## config.mk

```make
export PLATFORM = sky130hd
export DESIGN_NAME = dcqb_ctrl
export DESIGN_NICKNAME = d
export VERILOG_FILES = /design/src/hw/rtl/dcqb_pkg.sv /design/src/hw/rtl/dcqb_ctrl.sv
export SDC_FILE = /design/constraint.sdc
export NUM_CORES = 1
export LEC_CHECK = 0
export BUFFER_PORTS_ARGS = -buffer_cell sky130_fd_sc_hd__buf_2
export CORE_ASPECT_RATIO = 0.9
export CORE_MARGIN = 8
export CORE_UTILIZATION = 34
export DETAILED_ROUTE_END_ITERATION = 8
export GPL_ROUTABILITY_DRIVEN = 0
export PLACE_DENSITY = 0.91
export SLEW_MARGIN = 10
export SYNTH_ARGS = -nofsm -noshare
export SYNTH_HDL_FRONTEND = slang
export SYNTH_SLANG_ARGS = --single-unit
```

## constraint.sdc

```tcl
create_clock -name vclk -period 2.9
set_clock_uncertainty 0.05 [all_clocks]
set_input_delay 0 -clock vclk [all_inputs]
set_output_delay 0 -clock vclk [all_outputs]
set_load 0.05 [all_outputs]
```

## src/hw/rtl/dcqb_pkg.sv

```systemverilog
// Shared types and constants for the dual character queue balancer.
`timescale 1ns / 1ps

package dcqb_pkg;

  localparam int unsigned DEFAULT_DEPTH = 16;
  localparam int unsigned DATA_W        = 8;
  localparam int unsigned LEN_W         = 5;
  localparam int unsigned OP_W          = 3;
  localparam int unsigned IN_TDATA_W    = 8;
  localparam int unsigned IN_TUSER_W    = 4;
  localparam int unsigned OUT_TDATA_W   = 40;
  localparam int unsigned OUT_TUSER_W   = 1;

  // Byte shown for "nothing here" ('-')
  localparam logic [DATA_W-1:0] EMPTY_MARK = 8'd45;

  typedef enum logic [OP_W-1:0] {
    OP_PUSH       = 3'd0,
    OP_PUSH_OVR   = 3'd1,
    OP_POP        = 3'd2,
    OP_PUSH_SHORT = 3'd3,
    OP_POP_LONG   = 3'd4
  } op_t;

  // Per-queue command for one step
  typedef struct packed {
    logic              push;
    logic              pop;
    logic [DATA_W-1:0] value;
  } q_cmd_t;

  // Per-queue status: current flags/head, post-step head/tail
  typedef struct packed {
    logic              full;
    logic              empty;
    logic [DATA_W-1:0] head_cur;
    logic [DATA_W-1:0] head_nxt;
    logic [DATA_W-1:0] tail_nxt;
  } q_stat_t;

  typedef struct packed {
    logic [DATA_W-1:0] removed_value;
    logic              removed_flag;
    logic              push_dropped;
    logic              served_queue;
    logic [DATA_W-1:0] head_value;
    logic [DATA_W-1:0] tail_value;
    logic [LEN_W-1:0]  length_first;
    logic [LEN_W-1:0]  length_second;
  } result_t;

endpackage

```

## src/hw/rtl/dcqb_ctrl.sv

```systemverilog
// Operation decode: queue choice, per-queue commands and result word.
`timescale 1ns / 1ps

module dcqb_ctrl #(
  parameter int unsigned DEPTH = dcqb_pkg::DEFAULT_DEPTH
) (
  input  logic                           go,
  input  dcqb_pkg::op_t                  op,
  input  logic                           queue_select,
  input  logic [dcqb_pkg::DATA_W-1:0]    value_in,
  input  dcqb_pkg::q_stat_t              stat_first,
  input  dcqb_pkg::q_stat_t              stat_second,
  input  logic [$clog2(DEPTH+1)-1:0]     cnt_first,
  input  logic [$clog2(DEPTH+1)-1:0]     cnt_second,
  input  logic [$clog2(DEPTH+1)-1:0]     cnt_first_nxt,
  input  logic [$clog2(DEPTH+1)-1:0]     cnt_second_nxt,
  output dcqb_pkg::q_cmd_t               cmd_first,
  output dcqb_pkg::q_cmd_t               cmd_second,
  output dcqb_pkg::result_t              result
);
  import dcqb_pkg::*;

  logic    sel;
  logic    do_push;
  logic    do_pop;
  logic    dropped;
  q_stat_t st;
  q_stat_t st_cur;

  always_comb begin
    unique case (op)
      OP_PUSH_SHORT: sel = (cnt_first <= cnt_second) ? 1'b0 : 1'b1;
      OP_POP_LONG:   sel = (cnt_first >= cnt_second) ? 1'b0 : 1'b1;
      default:       sel = queue_select;
    endcase
  end

  assign st_cur = sel ? stat_second : stat_first;

  always_comb begin
    do_push = 1'b0;
    do_pop  = 1'b0;
    dropped = 1'b0;
    unique case (op)
      OP_PUSH, OP_PUSH_SHORT: begin
        do_push = !st_cur.full;
        dropped = st_cur.full;
      end
      OP_PUSH_OVR: begin
        do_push = 1'b1;
        do_pop  = st_cur.full;
      end
      OP_POP, OP_POP_LONG: begin
        do_pop = !st_cur.empty;
      end
      default: ;
    endcase
  end

  always_comb begin
    cmd_first.push  = go && do_push && !sel;
    cmd_first.pop   = go && do_pop  && !sel;
    cmd_first.value = value_in;
    cmd_second.push  = go && do_push && sel;
    cmd_second.pop   = go && do_pop  && sel;
    cmd_second.value = value_in;
  end

  assign st = sel ? stat_second : stat_first;

  always_comb begin
    result.removed_value = do_pop ? st_cur.head_cur : EMPTY_MARK;
    result.removed_flag  = do_pop;
    result.push_dropped  = dropped;
    result.served_queue  = sel;
    result.head_value    = st.head_nxt;
    result.tail_value    = st.tail_nxt;
    result.length_first  = LEN_W'(cnt_first_nxt);
    result.length_second = LEN_W'(cnt_second_nxt);
  end

endmodule

```

Word-level counts from Yosys, hierarchy flattened
Cells that the tools add are included.
{"block": "totals", "input_bits": 85, "romBits": 0, "n_memories": 0, "elab_cells": 26, "latch_bits": 0, "ramBits": 0, "ff_bits": 0}
{"block": "classes", "bitwise": 0, "mux": 8, "shifts": 0, "order_cmp": 2, "n_reduce_logical": 12, "add_sub_neg": 0, "n_div": 0, "eq_ne": 4, "mul": 0}
{"op": "26-bit two-way mux", "count": 1}
{"op": "8-bit two-way mux", "count": 1}
{"op": "3-bit by 2-bit == test with 1-bit output (second input constant)", "count": 2}
{"op": "1-bit logical AND", "count": 6}
{"op": "1-bit one-hot mux with 2 select lines", "count": 3}
{"op": "5-bit greater-or-equal comparator", "count": 1}
{"op": "5-bit <= comparator", "count": 1}
{"op": "2-bit OR reduction", "count": 2}
{"op": "3-bit by 1-bit == test with 1-bit output (second input constant)", "count": 1}
{"op": "3-bit == test (second input constant)", "count": 1}
{"op": "1-bit logical NOT", "count": 3}
{"op": "3-bit logical NOT", "count": 1}
{"op": "1-bit two-way mux", "count": 3}

Longest topological paths before layout
{"block": "logic_depth", "word_depth": 8, "ltp_mapped": 8, "ltp_nobuf": 7}

Worst setup path after synthesis
No wires, ideal clock.
{"block": "synth_path", "kind": "input -> output", "from": "input cnt_second[4]", "to": "output cmd_first[9] (netlist name)", "path_buffers": 1, "path_stages": 8, "arrival_time_ns": 2.747, "path_slack_ns": 0.103, "required_time_ns": 2.850, "cell_sequence": "inv_1 ha_1 nand4_1 o221ai_1 mux2_4 o21ai_4 buf_6 nor4b_1"}
{"element": "start, declared", "line_no": "dcqb_ctrl.sv:14", "rtl": "input logic [$clog2(DEPTH+1)-1:0] cnt_second,"}
{"element": "end, declared", "line_no": "dcqb_ctrl.sv:17", "rtl": "output dcqb_pkg::q_cmd_t cmd_first,"}

==> results.sh <==
export IMPL_outcome="finished, final reports clean"
export IMPL_power_leakage_nw=0.8045
export IMPL_postRouteAntennaNets=0
export IMPL_netlist_instances=114
export IMPL_antenna_found_initial=0
export IMPL_grt_max_degree=21
export IMPL_cts_resized=0
export IMPL_grt_pass1_wl_um=5078
export IMPL_cts_hold_buf=18
export IMPL_critPathLaunchType="primary input"
export IMPL_cts_setup_buffers=0
export IMPL_place_area_um2=1226
export IMPL_final_cells=227
export IMPL_share_seq_of_total_power_pct=0
export IMPL_fin_crit_sh_pct=78.20
export IMPL_hpwl_um=2736
export IMPL_peakVddDrop_mv=0.1245
export IMPL_relSlewSlack_pct=32.82
export IMPL_power_w=0.0004210
export IMPL_path_cells="buf_2 > inv_1 > ha_1 > nand4_1 > o221ai_1 > mux2_4 > o21ai_4 > buf_4 > mux2_1 > buf_2"
export IMPL_drt_pass1_iterations=4
export IMPL_power_switching_w=0.0002873
export IMPL_nClkBuffers=0
export IMPL_grt_setup_unrepaired="no"
export IMPL_combPwrFrac_pct=100.0
export IMPL_path_common_cell="buf_2"
export IMPL_diodes=0
export IMPL_hold_viol_final=0
export IMPL_synthTopCellsByArea="buf_4 24%, mux2_4 17%, mux2_1 7.1%"
export IMPL_crit_fanout=20
export IMPL_synthMostInstantiatedCell="buf_4"
export IMPL_vias=1130
export IMPL_dieArea_um2=4762
export IMPL_placed_cells=209
export IMPL_drive_gt1_share_pct=56.85
export IMPL_io_pins=142
export IMPL_avgViaCountPerCell=4.978
export IMPL_hp_class="primary input to output port"
export IMPL_wl_per_cell_um=15.64
export IMPL_synth_fp_nets=204
export IMPL_final_seq_area_um2=0
export IMPL_die_y_um=66.27
export IMPL_tns_ps=0
export IMPL_num_fill_cells=265
export IMPL_first_global_vias=1100
export IMPL_drc=0
export IMPL_maxCapViolCount=0
export IMPL_die_w_um=71.86
export IMPL_syn2layout_area_growth_pct=47.31
export IMPL_max_stage_delay_ps=370
export IMPL_synth_top_area_share_pct=23.59
export IMPL_maxSlewViolCount=0
export IMPL_worstMarginPinSlew_ps=1004
export IMPL_synth_largest_area_cell="buf_4"
export IMPL_coreArea_um2=2703
export IMPL_grt_overflow_total=0
export IMPL_power_internal_w=0.0001337
export IMPL_cp_slowest_cell="mux2_4"
export IMPL_max_freq_mhz=441.0
export IMPL_switching_share_pct=68.23
export IMPL_syn_area_um2=954.7
export IMPL_nets=289
export IMPL_seq_cells=0
export IMPL_arrival_ps=2220
export IMPL_drt_iter0_drc=5
export IMPL_rows=18
export IMPL_clock_power_share_pct=0
export IMPL_required_ps=2850
export IMPL_routed_wl_um=3550
export IMPL_setup_viol=0
export IMPL_period_needed_ps=2268
export IMPL_grtUsageTotal_pct=12.53
export IMPL_yosysWarningCount=0
export IMPL_power_density_nw_per_um2=299.4
export IMPL_numPortBuffers=98
export IMPL_avgSynthCellArea_um2=8.374
export IMPL_synth_cell_type_count=35
export IMPL_path_class="primary input to output port"
export IMPL_end_kind="output port"
export IMPL_synthTopCellsByCount="30 x buf_4, 11 x mux2_4, 6 x inv_1, 6 x mux2_1"
export IMPL_yosysSeqAreaShare_pct=0
export IMPL_final_cell_area_um2=1406
export IMPL_initial_core_util_pct=35.32
[cells in the final DEF, fill, tap and decap left out, types with 2 or more instances in the layout]
cell and instances:
nand2_1 5, ha_1 5, a22o_1 4, nand4_1 3, buf_2 98, and2_1 3
mux2_4 11, dlygate4sd3_1 18, o22a_1 4, mux2_1 6, a21oi_1 5, inv_1 6
nor2_1 3, a31oi_1 2, and4_1 2, and3_1 2, nand3_1 2
[area by class of cell]
class,count,area [um2],area share (%)
inverter,6,22.52,1.601
timing repair buffer,117,678.2,48.22
multi-input combinational,74,668.1,47.51
tap,30,37.54,2.669
[worst max-delay path, delay by kind of cell]
kind                       cells  cell delay, ps
buffers and inverters          4             610
muxes                          2             720
AOI/OAI and AO/OA              2             450
adders and majority gates      1             320
and+or+nand+nor                1             100
[power groups by stage]
stage	clock network [W]	registers (W)	logic (W)
global route	0	0	0.000442
finish	0	0	0.000421
global placement	0	0	0.000328
floorplan	0	0	0.000350
CTS	0	0	0.000425
detailed placement	0	0	0.000333
[metal layers]
metal | wire, um | up-vias | global-route usage [%]
met3 | 404 | 0 | 4.545
met4 | 0 | 0 | 0
met1 | 1197 | 511 | 11.45
met2 | 1948 | 64 | 26.82
met5 | 0 | - | 0
li1 | - | 555 | -
[cell families after synthesis]
| family | count (synthesis) | synth area share, % |
|---|---|---|
| buf+inv | 40 | 30.01 |
| simple gates | 26 | 17.43 |
| xor+xnor | 2 | 1.835 |
| compound gates | 23 | 18.74 |
| fa+ha+maj | 5 | 6.553 |
| mux | 18 | 25.43 |
[final timing paths]
check | from | depth (start not counted) | to | slack [ps]
setup / recovery | cnt_second[4] | 10 | result[25] | 630
hold / removal | stat_first[10] | 3 | result[20] | 370
[through the flow]
stage / utilization (%) / hold WS [ps] / setup WS [ps]
global route: 52.04 / 394.5 / 523.4
global placement: 45.37 / -49.66 / 698.8
CTS: 52.04 / 377.7 / 614.0
finish: 52.04 / 372.8 / 632.2
detailed placement: 45.37 / -49.66 / 630.3
floorplan: - / 117.1 / 102.7
Power figures use the tool's default switching activity.
