## src/hw/rtl/dcqb_pkg.sv

```systemverilog
// Shared types and constants for the dual character queue balancer.
`timescale 1ns / 1ps

package dcqb_pkg;

  localparam int unsigned DEFAULT_DEPTH = 16;
  localparam int unsigned DATA_W        = 8;
  localparam int unsigned LEN_W         = 5;
  localparam int unsigned OP_W          = 3;
  localparam int unsigned IN_TDATA_W    = 8;
  localparam int unsigned IN_TUSER_W    = 4;
  localparam int unsigned OUT_TDATA_W   = 40;
  localparam int unsigned OUT_TUSER_W   = 1;

  // Byte shown for "nothing here" ('-')
  localparam logic [DATA_W-1:0] EMPTY_MARK = 8'd45;

  typedef enum logic [OP_W-1:0] {
    OP_PUSH       = 3'd0,
    OP_PUSH_OVR   = 3'd1,
    OP_POP        = 3'd2,
    OP_PUSH_SHORT = 3'd3,
    OP_POP_LONG   = 3'd4
  } op_t;

  // Per-queue command for one step
  typedef struct packed {
    logic              push;
    logic              pop;
    logic [DATA_W-1:0] value;
  } q_cmd_t;

  // Per-queue status: current flags/head, post-step head/tail
  typedef struct packed {
    logic              full;
    logic              empty;
    logic [DATA_W-1:0] head_cur;
    logic [DATA_W-1:0] head_nxt;
    logic [DATA_W-1:0] tail_nxt;
  } q_stat_t;

  typedef struct packed {
    logic [DATA_W-1:0] removed_value;
    logic              removed_flag;
    logic              push_dropped;
    logic              served_queue;
    logic [DATA_W-1:0] head_value;
    logic [DATA_W-1:0] tail_value;
    logic [LEN_W-1:0]  length_first;
    logic [LEN_W-1:0]  length_second;
  } result_t;

endpackage

```

## src/hw/rtl/dcqb_queue.sv

```systemverilog
// One shift-forward byte queue: slot line, count and tail register.
`timescale 1ns / 1ps

module dcqb_queue #(
  parameter int unsigned DEPTH = dcqb_pkg::DEFAULT_DEPTH
) (
  input  logic                           clk,
  input  logic                           rst_n,
  input  dcqb_pkg::q_cmd_t               cmd,
  output dcqb_pkg::q_stat_t              stat,
  output logic [$clog2(DEPTH+1)-1:0]     count,
  output logic [$clog2(DEPTH+1)-1:0]     count_nxt
);
  import dcqb_pkg::*;

  localparam int unsigned CNT_W = $clog2(DEPTH + 1);
  localparam int unsigned IDX_W = $clog2(DEPTH);

  logic [DATA_W-1:0] slots_r   [DEPTH];
  logic [DATA_W-1:0] slots_nxt [DEPTH];
  logic [CNT_W-1:0]  count_r;
  logic [DATA_W-1:0] tail_r;
  logic [DATA_W-1:0] tail_nxt;
  logic [IDX_W-1:0]  wr_idx;

  // with a pop in the same step the slots move down first
  always_comb begin
    wr_idx = cmd.pop ? IDX_W'(count_r - 1'b1) : IDX_W'(count_r);
    for (int i = 0; i < DEPTH; i++) begin
      slots_nxt[i] = slots_r[i];
    end
    if (cmd.pop) begin
      for (int i = 0; i < DEPTH - 1; i++) begin
        slots_nxt[i] = slots_r[i+1];
      end
    end
    for (int i = 0; i < DEPTH; i++) begin
      if (cmd.push && (wr_idx == IDX_W'(i))) begin
        slots_nxt[i] = cmd.value;
      end
    end
    count_nxt = CNT_W'(count_r + CNT_W'(cmd.push) - CNT_W'(cmd.pop));
    tail_nxt  = cmd.push ? cmd.value : tail_r;
  end

  always_comb begin
    stat.full     = (count_r == CNT_W'(DEPTH));
    stat.empty    = (count_r == '0);
    stat.head_cur = stat.empty ? EMPTY_MARK : slots_r[0];
    stat.head_nxt = (count_nxt == '0) ? EMPTY_MARK : slots_nxt[0];
    stat.tail_nxt = (count_nxt == '0) ? EMPTY_MARK : tail_nxt;
  end

  assign count = count_r;

  always_ff @(posedge clk) begin
    if (!rst_n) begin
      count_r <= '0;
    end else begin
      count_r <= count_nxt;
    end
  end

  // payload: read only behind a nonzero count
  always_ff @(posedge clk) begin
    for (int i = 0; i < DEPTH; i++) begin
      slots_r[i] <= slots_nxt[i];
    end
    tail_r <= tail_nxt;
  end

endmodule

```

## config.mk

```make
export PLATFORM = sky130hd
export DESIGN_NAME = dcqb_queue
export DESIGN_NICKNAME = d
export VERILOG_FILES = /design/src/hw/rtl/dcqb_pkg.sv /design/src/hw/rtl/dcqb_queue.sv
export SDC_FILE = /design/constraint.sdc
export NUM_CORES = 1
export LEC_CHECK = 0
export CAP_MARGIN = 20
export CORE_MARGIN = 3
export CORE_UTILIZATION = 55
export DETAILED_ROUTE_END_ITERATION = 8
export DONT_BUFFER_PORTS = 1
export GPL_TIMING_DRIVEN = 0
export PLACE_DENSITY = 0.82
export SLEW_MARGIN = 5
export SYNTH_ARGS = -nofsm -noshare
export SYNTH_HDL_FRONTEND = slang
export SYNTH_SLANG_ARGS = --single-unit
export TNS_END_PERCENT = 20
```

## constraint.sdc

```tcl
create_clock -name clk -period 5.1 [get_ports clk]
set_input_delay 0.255 -clock clk [delete_from_list [all_inputs] [get_ports clk]]
set_output_delay 0.255 -clock clk [all_outputs]
set_load 0.02 [all_outputs]
```

# Word level (Yosys, flattened, before mapping)
# Memories as Yosys holds them, arrays and structs flattened.
# Cells that the tools add are included.
dict set report word_totals {
  register_bits 13
  ram_bits 128
  in_bits 12
  out_inout_bits 36
  elab_cells 63
  memories 1
}
dict set report op_classes {
  n_addsub 3
  eq_ne 16
  n_mux 22
  reduce_logical 19
}
# memory words width read_ports rd_ports_with_merged_regs wr line_no
set memory_table {}
lappend memory_table {slots_r 16 8 16 0 16 dcqb_queue.sv:19} ;# logic [DATA_W-1:0] slots_r [DEPTH];
# cell count
set op_table {}
lappend op_table {{$mux W8} 20}
lappend op_table {{$mux W120} 1}
lappend op_table {{$eq A4 B4 Y1 const B} 8}
lappend op_table {{$eq A4 B3 Y1 const B} 4}
lappend op_table {{$logic_and A1 B1 Y1} 16}
lappend op_table {{$logic_not A5 Y1} 2}
lappend op_table {{$eq A4 B2 Y1 const B} 2}
lappend op_table {{$add A5 B1 Y5} 1}
lappend op_table {{$eq A5 B5 Y1 const B} 1}
lappend op_table {{$sub A5 B1 Y5} 1}
lappend op_table {{$eq A4 B1 Y1 const B} 1}
lappend op_table {{$logic_not A4 Y1} 1}
lappend op_table {{$mux W4} 1}
lappend op_table {{$sub A4 B1 Y4 const B} 1}

# Longest topological paths before layout
dict set report depth {
  depth_word 6
  mapped_depth 11
  depth_no_buf 10
}

# Worst setup path before layout
# Ideal clock, no wire load.
dict set report synth_path {
  path_type {flip-flop to output port}
  start {register count_r[0], in the netlist count[0]}
  end {output stat[12] (netlist name)}
  arrival_time_ps 2868
  t_required_ps 4845
  setup_slack_ps 1977
  stages_incl_launch_ff 11
  path_buffers 1
  path_cell_list {dfxtp_1 inv_1 ha_1 inv_1 ha_1 fa_1 xnor2_1 or3_1 a211o_1 clkbuf_1 and2_1}
}
# element line_no
set synth_rtl {}
lappend synth_rtl {{start: declaration} dcqb_queue.sv:21} ;# logic [CNT_W-1:0] count_r;
lappend synth_rtl {{start signal: assignment} dcqb_queue.sv:60} ;# count_r <= count_nxt;
lappend synth_rtl {{end: declaration} dcqb_queue.sv:10} ;# output dcqb_pkg::q_stat_t stat,

==> impl_metrics.json <==
{
  "outcome": "finished, final reports clean",
  "netlist-cell-type-count": 38,
  "period_needed_ns": 4.21,
  "vdd_ir_drop_max_mv": 0.372,
  "worst-setup-path-type": "register to output port",
  "detailedPlacementHpwl_um": 10400,
  "post_cts_resize_count": 0,
  "pin_count_of_the_biggest_net_entering_global_routing": 17,
  "ff2ff_setup_slack_ns": 2.11,
  "worst_hold_margin_ns": 0.281,
  "area_growth_syn_to_layout_pct": 13.1,
  "max_slew.worst_pin.slew_ns": 0.755,
  "nFillCells": 809,
  "finish.utilization_pct": 64.7,
  "sequential_element_share_of_the_synthesized_area_pct": 60.3,
  "hold_viol": 0,
  "intPower_mw": 2.49,
  "rsz0062_at_grt": "no",
  "max_cap_viol_count": 0,
  "routabilityCongestion": 0.879,
  "number_of_antenna_violations_at_the_first_check_in_global_routing": 0,
  "floorplan.die_area_sq_um": 13500,
  "ctsRootBufferMaster": "sky130_fd_sc_hd__clkbuf_16",
  "setup_viol": 0,
  "final_max_slew_viol_count": 0,
  "postSynthRegisterBits": 141,
  "worstPathMaxFanout": 10,
  "cts_setup_buffers": 0,
  "core_area_sq_um": 11700,
  "worst-r2r-cell-count": 9,
  "vias": 4817,
  "async_flop_share_pct": 0,
  "p_total_mw": 3.66,
  "post_route_cells_drive_above_1_share_pct": 9.66,
  "commonest_cells_after_routing_fill_and_taps_aside": "sky130_fd_sc_hd__nand2_1, sky130_fd_sc_hd__edfxtp_1, sky130_fd_sc_hd__o21ai_0",
  "setup_tns_ns": 0,
  "synthesis.instances": 600,
  "cts-htree-levels": 4,
  "cts-buffers-inserted": 17,
  "relSlewSlack_pct": 49.4,
  "grt_first_pass_wirelength_um": 24400,
  "min_path_cells": 2,
  "drt-total-wl_um": 15900,
  "grt-busiest-layer": "met2",
  "antenna_violating_nets_remaining": 0,
  "min_from": "cmd[9]",
  "overflow": 0,
  "number_of_rows_in_the_core_area": 39,
  "synth_flop_cell": "sky130_fd_sc_hd__edfxtp_1",
  "layout.cells.most_common": "sky130_fd_sc_hd__nand2_1",
  "post_synth.cell_area_avg_sq_um": 11.1,
  "globalRouteMet3Util_pct": 6.89,
  "route.detailed.drc": 0,
  "number_of_design_rule_violations_left_by_the_first_detailed_router_iteration": 504,
  "r2r-start": "count[1]$_SDFF_PN0_",
  "initial_utilization_pct": 57.2,
  "grt_util_met2_pct": 42.1,
  "port-buffer-count": 0,
  "drt_pre_antenna_iters": 5,
  "start_kind": "register",
  "crit_path_end_kind": "output port",
  "die-height_um": 116,
  "yosysWarningCount": 0,
  "max-clock-path-buffers": 2,
  "cts.clk_slew.worst_paths_ns": 0.06,
  "swShare_pct": 31.9,
  "finalNetCount": 652,
  "groute.layer.met1.usage_pct": 29.1,
  "worst_skew_pair.late_latency_ns": 0.42,
  "final_min_period_over_clock_period_pct": 82.5,
  "first_global_vias": 4717,
  "placedCellCount": 743,
  "power_frac_comb_pct": 23.2,
  "max_freq_ghz": 0.238,
  "route.detailed.vias_per_inst": 6.14,
  "cp_data_arrival_time_ns": 3.95,
  "tritoncts": "built",
  "final_cells": 785,
  "syn-num-nets": 623,
  "die_w_um": 116,
  "cts.sinks": 141,
  "p_per_area_nw_per_um2": 485,
  "power.net_switching_mw": 1.17,
  "synthDominantAreaCellType": "sky130_fd_sc_hd__edfxtp_1",
  "synth_top_cells_by_area": "sky130_fd_sc_hd__edfxtp_1, sky130_fd_sc_hd__mux2i_1, sky130_fd_sc_hd__nand2_1",
  "fin_worst_skew_ns": 0.00707,
  "hold_crit_path_type": "primary input to register",
  "mappedNetlistArea_sq_um": 6680,
  "fraction_of_post_synthesis_cell_area_in_the_top_cell_type_by_area_pct": 54.0,
  "power.sequential.fraction_pct": 42.7,
  "crit-reg2reg-capture": "slots_r[0][22]$_DFFE_PP_",
  "grt_use_total_pct": 24.5,
  "power.share.clock_pct": 34.2,
  "cp_data_required_time_ns": 4.85,
  "ios": 48,
  "static-leakage-power_nw": 3.10,
  "antenna-diode-count": 0,
  "routed_wire_length_per_instance_um": 20.3,
  "whs_endpoint": "count[0]$_SDFF_PN0_",
  "synth-edff-count": 120
}
[final cells by class]
cell class,instances,area (sq um),area share [%]
inverters,16,60.1,0.795
well taps,143,179,2.37
clock buffers,18,429,5.68
flip-flops and latches,141,4020,53.3
multi-input cells,402,2430,32.1
plain buffers,41,166,2.20
clock inverters,14,171,2.27
repair buffers,10,95.1,1.26
[per-layer routing]
layer  vias up  part of all wire (%)
met5         -                     0
met4         0                   3.3
met3        42                   9.8
met2       292                    50
met1      2316                    37
li1       2167                     -
[power by group through the flow]
stage	sequential, mW	clock (mW)	combinational [mW]
after floorplan	1.56	0	0.674
after global placement	1.58	0	0.789
after detailed placement	1.58	0	0.826
after CTS	1.56	1.25	0.839
after global routing	1.58	1.30	0.922
final	1.56	1.25	0.849
[cell families (layout without fill, tap and decap cells)]
logic type / after synthesis / count (layout) / share of synthesized area, %
buffers and inverters: 57 / 99 / 3.39
AND/OR/NAND/NOR: 231 / 231 / 16.0
multiplexers: 64 / 64 / 9.75
flip-flops: 141 / 141 / 60.3
XOR/XNOR: 5 / 5 / 0.656
adder cells (fa/ha/maj): 11 / 11 / 2.17
AO/OA/AOI/OAI: 91 / 91 / 7.72
[synthesized netlist by cell type, drive strengths merged, types with 4 or more instances]
cell	n
ha	10
or2	6
and2	19
edfxtp	120
nand2	140
o21ai	75
mux2	8
inv	16
xnor2	4
nand2b	21
buf	12
dfxtp	21
nand3	29
clkbuf	29
mux2i	56
[worst max-delay path, stage by stage, from the launching register on]
cell and delay (ns):
sky130_fd_sc_hd__dfxtp_1 0.47, sky130_fd_sc_hd__inv_1 0.14, sky130_fd_sc_hd__ha_1 0.35, sky130_fd_sc_hd__inv_1 0.07
sky130_fd_sc_hd__ha_1 0.21, sky130_fd_sc_hd__fa_1 0.46, sky130_fd_sc_hd__xnor2_1 0.58, sky130_fd_sc_hd__or3_1 0.21
sky130_fd_sc_hd__a211o_1 0.30, sky130_fd_sc_hd__clkbuf_1 0.41, sky130_fd_sc_hd__and2_1 0.33
[per-stage QoR]
stage                     setup slack (ns)  area [sq um]
after global routing                 0.713          7550
after floorplan                       1.98          6680
after detailed placement              1.36          6860
final                                0.893          7550
after global placement                1.51          6860
after CTS                            0.900          7550
[state kept, by name (all words and copies together) (netlist names)]
signal   count
slots_r    128
tail_r       8
count        5
[repair_timing]
action / in CTS / in global routing
hold endpoints to repair: 13 / 0
hold buffers: 9 / 0
endpoints found under the setup margin: 0 / 0
[how the worst max path moves through the flow]
stage,end,start,slack (ns)
after floorplan,stat[12],count[0]$_SDFF_PN0_,1.98
after global placement,stat[12],count[0]$_SDFF_PN0_,1.51
after detailed placement,stat[12],count[0]$_SDFF_PN0_,1.36
after CTS,stat[12],count[0]$_SDFF_PN0_,0.90
after global routing,stat[12],count[0]$_SDFF_PN0_,0.71
final,stat[12],count[0]$_SDFF_PN0_,0.89
Power figures use the tool's default switching activity.
